===== src/rtl/dmwt_pkg.sv =====
// shared types and constants for the direct-mapped write-back tag store
// no dependencies; compiled before every other module of the block
package dmwt_pkg;

  // geometry, powers of two
  localparam int SLOT_COUNT = 1024;
  localparam int PAGE_BYTES = 4096;

  localparam int OFFSET_W   = 48;
  localparam int LEN_W      = 13;
  localparam int PAGE_SHIFT = $clog2(PAGE_BYTES);
  localparam int SLOT_W     = $clog2(SLOT_COUNT);
  localparam int PAGE_W     = OFFSET_W - PAGE_SHIFT;
  localparam int TAG_W      = PAGE_W - SLOT_W;
  localparam int CNT_W      = $clog2(SLOT_COUNT + 1);

  // result field widths
  localparam int EVICT_W    = 36;
  localparam int SLOT_OUT_W = 10;
  localparam int FCNT_W     = 11;

  localparam int TDATA_W    = 64;

  // configuration port
  localparam int CFG_IDX_W  = 1;
  localparam int CFG_DATA_W = 13;
  localparam logic [CFG_IDX_W-1:0] REG_STAGING_EN  = CFG_IDX_W'(0);
  localparam logic [CFG_IDX_W-1:0] REG_WRITE_LIMIT = CFG_IDX_W'(1);
  localparam logic [LEN_W-1:0]     LIMIT_RESET     = LEN_W'(4096);

  // request kinds carried on tuser
  localparam logic REQ_WRITE = 1'b0;
  localparam logic REQ_FLUSH = 1'b1;

  typedef struct packed {
    logic [TDATA_W-OFFSET_W-LEN_W-1:0] pad;
    logic [LEN_W-1:0]                  write_length;
    logic [OFFSET_W-1:0]               byte_offset;
  } in_beat_t;

  typedef struct packed {
    logic [TDATA_W-FCNT_W-1-SLOT_OUT_W-EVICT_W-2-1:0] pad;
    logic [FCNT_W-1:0]     flushed_count;
    logic                  flush_kick;
    logic [SLOT_OUT_W-1:0] slot_used;
    logic [EVICT_W-1:0]    evicted_page;
    logic                  evicted;
    logic                  accepted;
  } out_beat_t;

  // one tag store entry
  typedef struct packed {
    logic [TAG_W-1:0] tag;
    logic             valid;
    logic             dirty;
  } entry_t;

  localparam int ENTRY_W = $bits(entry_t);

  typedef enum logic [2:0] {
    ST_CLEAR,
    ST_IDLE,
    ST_UPDATE,
    ST_WALK,
    ST_WALK_TAIL,
    ST_FLUSH_OUT
  } state_e;

  typedef struct packed {
    logic load;       // input beat taken
    logic rd_item;    // read address from the incoming beat
    logic rd_walk;    // read address from the slot counter
    logic idx_rst;
    logic idx_inc;
    logic clr_wr;     // write an empty entry at the slot counter
    logic walk_rd;    // walk read issued, write-back follows next cycle
    logic update;     // finish a write request
    logic flush_done; // finish a flush-all
  } dp_cmd_t;

  typedef struct packed {
    logic idx_last;
    logic out_free;
  } dp_status_t;

endpackage


===== src/rtl/dmwt_ctrl.sv =====
// controller of the tag store: clearing pass, lookup/update, flush-all walk
// depends on dmwt_pkg
module dmwt_ctrl (
  input  logic                 clk_i,
  input  logic                 rst_ni,
  input  logic                 in_valid_i,
  input  logic                 in_kind_i,
  output logic                 in_ready_o,
  input  dmwt_pkg::dp_status_t status_i,
  output dmwt_pkg::dp_cmd_t    cmd_o
);
  import dmwt_pkg::*;

  state_e state_q, state_d;

  always_ff @(posedge clk_i or negedge rst_ni) begin
    if (!rst_ni) begin
      state_q <= ST_CLEAR;
    end else begin
      state_q <= state_d;
    end
  end

  always_comb begin
    state_d    = state_q;
    cmd_o      = '0;
    in_ready_o = 1'b0;
    case (state_q)
      ST_CLEAR: begin
        cmd_o.clr_wr  = 1'b1;
        cmd_o.idx_inc = 1'b1;
        if (status_i.idx_last) begin
          state_d = ST_IDLE;
        end
      end
      ST_IDLE: begin
        in_ready_o    = 1'b1;
        cmd_o.rd_item = 1'b1;
        if (in_valid_i) begin
          cmd_o.load    = 1'b1;
          cmd_o.idx_rst = 1'b1;
          state_d = (in_kind_i == REQ_FLUSH) ? ST_WALK : ST_UPDATE;
        end
      end
      ST_UPDATE: begin
        // result register must be free before the entry is written back
        if (status_i.out_free) begin
          cmd_o.update = 1'b1;
          state_d = ST_IDLE;
        end
      end
      ST_WALK: begin
        cmd_o.rd_walk = 1'b1;
        cmd_o.walk_rd = 1'b1;
        cmd_o.idx_inc = 1'b1;
        if (status_i.idx_last) begin
          state_d = ST_WALK_TAIL;
        end
      end
      ST_WALK_TAIL: begin
        // last slot's write-back happens here
        state_d = ST_FLUSH_OUT;
      end
      ST_FLUSH_OUT: begin
        if (status_i.out_free) begin
          cmd_o.flush_done = 1'b1;
          state_d = ST_IDLE;
        end
      end
      default: begin
        state_d = ST_CLEAR;
      end
    endcase
  end

endmodule


===== config.mk =====
export PLATFORM = sky130hd
export DESIGN_NAME = dmwt_ctrl
export DESIGN_NICKNAME = d
export VERILOG_FILES = /design/src/rtl/dmwt_pkg.sv /design/src/rtl/dmwt_ctrl.sv
export SDC_FILE = /design/constraint.sdc
export NUM_CORES = 1
export LEC_CHECK = 0
export BUFFER_PORTS_ARGS = -buffer_cell sky130_fd_sc_hd__buf_4
export CAP_MARGIN = 10
export CELL_PAD_IN_SITES_DETAIL_PLACEMENT = 0
export CELL_PAD_IN_SITES_GLOBAL_PLACEMENT = 1
export CORE_AREA = 2 2 39 41
export CTS_BUF_LIST = sky130_fd_sc_hd__clkbuf_8
export DETAILED_ROUTE_END_ITERATION = 7
export DIE_AREA = 0 0 41 43
export PLACE_DENSITY = 0.61
export RECOVER_POWER = 100
export SKIP_LAST_GASP = 1
export SYNTH_ARGS = -nofsm -noshare
export SYNTH_HDL_FRONTEND = slang
export SYNTH_SLANG_ARGS = --single-unit

===== constraint.sdc =====
create_clock -name clk_i -period 1.5 [get_ports clk_i]
set_input_delay 0.225 -clock clk_i [delete_from_list [all_inputs] [get_ports clk_i]]
set_output_delay 0.225 -clock clk_i [all_outputs]
set_load 0.1 [all_outputs]

==> results summary <==
The flow ran to the end, but the final reports show violations. The final reports fail on setup timing. Max-cap violations in this run came to 0. The final number of setup-violating endpoints came out at 4.

The number of buffer cells added on primary ports came out at 15. Setup repair after global routing could not meet its margin everywhere. The critical-path maximum fanout is 5. The worst register-to-register path has a depth of 3. Static timing analysis puts the maximum clock frequency at 0.644 GHz. The core area is 1380 um^2. The critical path ends at cmd_o[8]. The reg-to-reg critical path startpoint is state_q[0]$_DFFE_PN0P_.

The final cell area excluding filler cells is 584 um^2. The site row count came out at 14. The synthesized-area fraction occupied by ao, oa, aoi and oai cells came out at 19.5%. In the final layout, the registers with the most flip-flops are state_q (3). The count of non-filler cells in the finished layout is 69. The via total after detailed routing is 278. Once the floorplan was initialized, standard cells occupied 17.2% of the core. The first global-routing pass estimated 1040 um of wire. Clock skew on the completed layout was measured at 0.00322 ns. In this run the count of I/O pins placed on the die edge is 16. The flip-flop count of the largest register, all copies and words added is 3. The area of the multi-input gates came out at 181 um^2. The number of nets handed over by synthesis was 34. The data required time at the worst endpoint is 1.27 ns. The relative max-transition margin came out at 81.6%.

The worst setup path is launched from a flip-flop. The fraction of registers with async set or reset after synthesis came out at 100%. The largest family of logic cells by synthesized area is simple AND/OR/NAND/NOR gates.

In this run the worst hold path is classified as input pin to flip-flop. Clock tree synthesis selected as its root buffer the cell sky130_fd_sc_hd__clkbuf_8. The via count of the first global-routing pass came out at 244. The number of placed cells counting well taps is 60. More flip-flops sit in one register than any other, and that register is state_q. The final routed wirelength across all metal layers is 641 um. The number of slew-limit violations in the final report is 0. The share of the clock period used by the worst path after layout came out at 103%. The clock sink count is 3.

The multiplexer share of the synthesized area came out at 4.74%. In the synthesized netlist the dominant register cell turns out to be sky130_fd_sc_hd__dfrtp_1. The worst register-to-register path ends at state_q[1]$_DFFE_PN0P_. Measured along the x axis, the die boundary spans 41 um. The later pin in the worst-skew pair is clocked with a latency of 0.21 ns. The floorplan die height is 43 um.

After synthesis the netlist holds a flip-flop and latch count of 3. The area share of fa/ha/maj cells after synthesis came out at 0%. The number of antenna diodes in the final layout is 0.

The placed instances occupy a cell area of 413 um^2. The total number of H-tree levels came out at 1. The flip-flop and latch area came out at 78.8 um^2. During synthesis, Yosys emitted a total of 0 warnings. The initial antenna violation count is 0.

The utilization after layout came out at 42.2%. The routed wirelength normalized by instance count is 9.29 um. The share of layout cells above drive strength 1 came out at 69.8%.

The post-synthesis instance area is 238 um^2. The count of nets left with antenna violations once routing finished came out at 0. Once detailed placement completed, the half-perimeter wirelength came to 464 um. After synthesis, the mean cell area works out to 8.49 um^2. STA classifies the critical path endpoint as an output port. The critical path class is flip-flop to output port. At the end of routability-driven placement, the weighted congestion stood at 0.682. The clock-pin slew of the registers on the worst-case setup and hold paths is 0.03 ns.

The total negative setup slack came out at -0.151 ns. The post-detailed-route DRC marker count is 0. Before antenna repair, the detailed router went through 3 iterations. TritonCTS built the clock tree. After filler insertion, the fill cell instance count of the layout stands at 141.

The critical path starts at state_q[1]$_DFFE_PN0P_. The parity-gate share of the synthesized area counting xor and xnor cells is 0%. The number of buffers inserted during clock tree synthesis is 3. The routed design could run at a clock period as short as 1.55 ns. After the first detailed-routing iteration, the DRC count stood at 1. The remaining global-route overflow came out at 0. Of the total synthesized cell area, the portion taken by AND, OR, NAND and NOR gates is 31.6%. The instance count along the most critical hold path is 2.

The critical path arrival is 1.33 ns. The hold violation count in the final report was 0. The largest buffer count on any clock path is 2. Summing the sequential cell areas from Yosys gives 31.6% of the chip area. The combined global-route utilization of all metal layers came out at 9.07%.

The slew at the pin closest to its max-slew limit came out at 0.278 ns. The area added between synthesis and finish is 146%. The synthesized netlist cell count came out at 28. The number of vias per cell after detailed routing is 4.03. The die footprint came out at 1760 um^2.

In this run, synthesis inferred 0 flip-flops with an integrated enable. The number of distinct standard cells referenced by the synthesized netlist is 17. The worst reg-to-reg setup slack came out at 0.21 ns. The largest net degree at the start of global routing is 7. The worst setup margin came out at -0.0519 ns.

The final net count came out at 60.
## cell type report
cell class                      instances  share of cell area [%]
Timing Repair Buffer                   25                    44.3
Clock buffer                            3                    7.07
Multi-Input combinational cell         21                    31.0
Tap cell                               16                    3.43
Clock inverter                          1                   0.642
Sequential cell                         3                    13.5
## cell families (layout without fill, tap and decap cells)
group | after synthesis | in the layout
AOI/OAI and AO/OA | 7 | 7
buffers and inverters | 4 | 29
DFF | 3 | 3
muxes | 1 | 1
and+or+nand+nor | 13 | 13
## metal layers
metal  vias up  global-route usage [%]  part of all wire [%]
met5         -                       0                     0
met2         6                    12.8                    54
met3         0                    1.57                   4.5
li1        144                       -                     -
met1       128                    11.1                    41
met4         0                    8.00                     0
## metrics by stage
stage | setup WS (ns) | hold slack [ns]
2_1_floorplan | -0.858 | -0.0706
3_3_place_gp | 0.0555 | 0.0144
3_5_place_dp | 0.0571 | 0.0149
4_1_cts | -0.0715 | 0.255
5_1_grt | -0.112 | 0.266
6_report | -0.0519 | 0.255
## worst max-delay path, stage by stage, from the launching register on
cell and delay, ns:
sky130_fd_sc_hd__dfrtp_2 0.41, sky130_fd_sc_hd__buf_6 0.13, sky130_fd_sc_hd__nor3b_4 0.20, sky130_fd_sc_hd__and2_4 0.20
sky130_fd_sc_hd__buf_12 0.17
## what timing repair did
| action | 4_1_cts | 5_1_grt |
|---|---|---|
| setup buffers | 2 | 2 |
| setup endpoints to repair | 9 | 10 |
| hold buffers | 1 | 0 |
| resized for setup | 18 | 5 |
| endpoints found under the hold margin | 3 | 0 |
| pin swaps | 3 | 0 |
## layout by cell type (no fill, tap or decap), drive strengths merged
cell,netlist,final
nor3b,1,1
nor2,1,1
and2,2,2
o22ai,1,1
nand2,4,4
o211ai,2,2
mux2,1,1
a211oi,1,1
dfrtp,3,3
buf,4,23
clkbuf,0,4
nor2b,1,1
dlygate4sd3,0,1
or2,1,1
nand2b,1,1
a21o,1,1
inv,0,1
nor3,2,2
a21oi,2,2
## synth_stat cells, types with 2 or more instances
cell	instances	area, um^2
sky130_fd_sc_hd__buf_4	4	30.0
sky130_fd_sc_hd__nor3_1	2	10.0
sky130_fd_sc_hd__o211ai_1	2	15.0
sky130_fd_sc_hd__nand2_1	4	15.0
sky130_fd_sc_hd__a21oi_1	2	10.0
sky130_fd_sc_hd__dfrtp_1	3	75.1
## how the worst min path moves through the flow
stage | from | to | slack [ns]
CTS | status_i[1] | state_q[2]$_DFFE_PN0P_ | 0.25
floorplan | rst_ni | state_q[0]$_DFFE_PN0P_ | -0.07
finish | status_i[1] | state_q[2]$_DFFE_PN0P_ | 0.25
global route | status_i[1] | state_q[2]$_DFFE_PN0P_ | 0.27
detailed placement | rst_ni | state_q[0]$_DFFE_PN0P_ | 0.01
global placement | rst_ni | state_q[0]$_DFFE_PN0P_ | 0.01
Power is not shown: default switching activity piles up to over one toggle a cycle in this logic, so the estimate is an artifact.
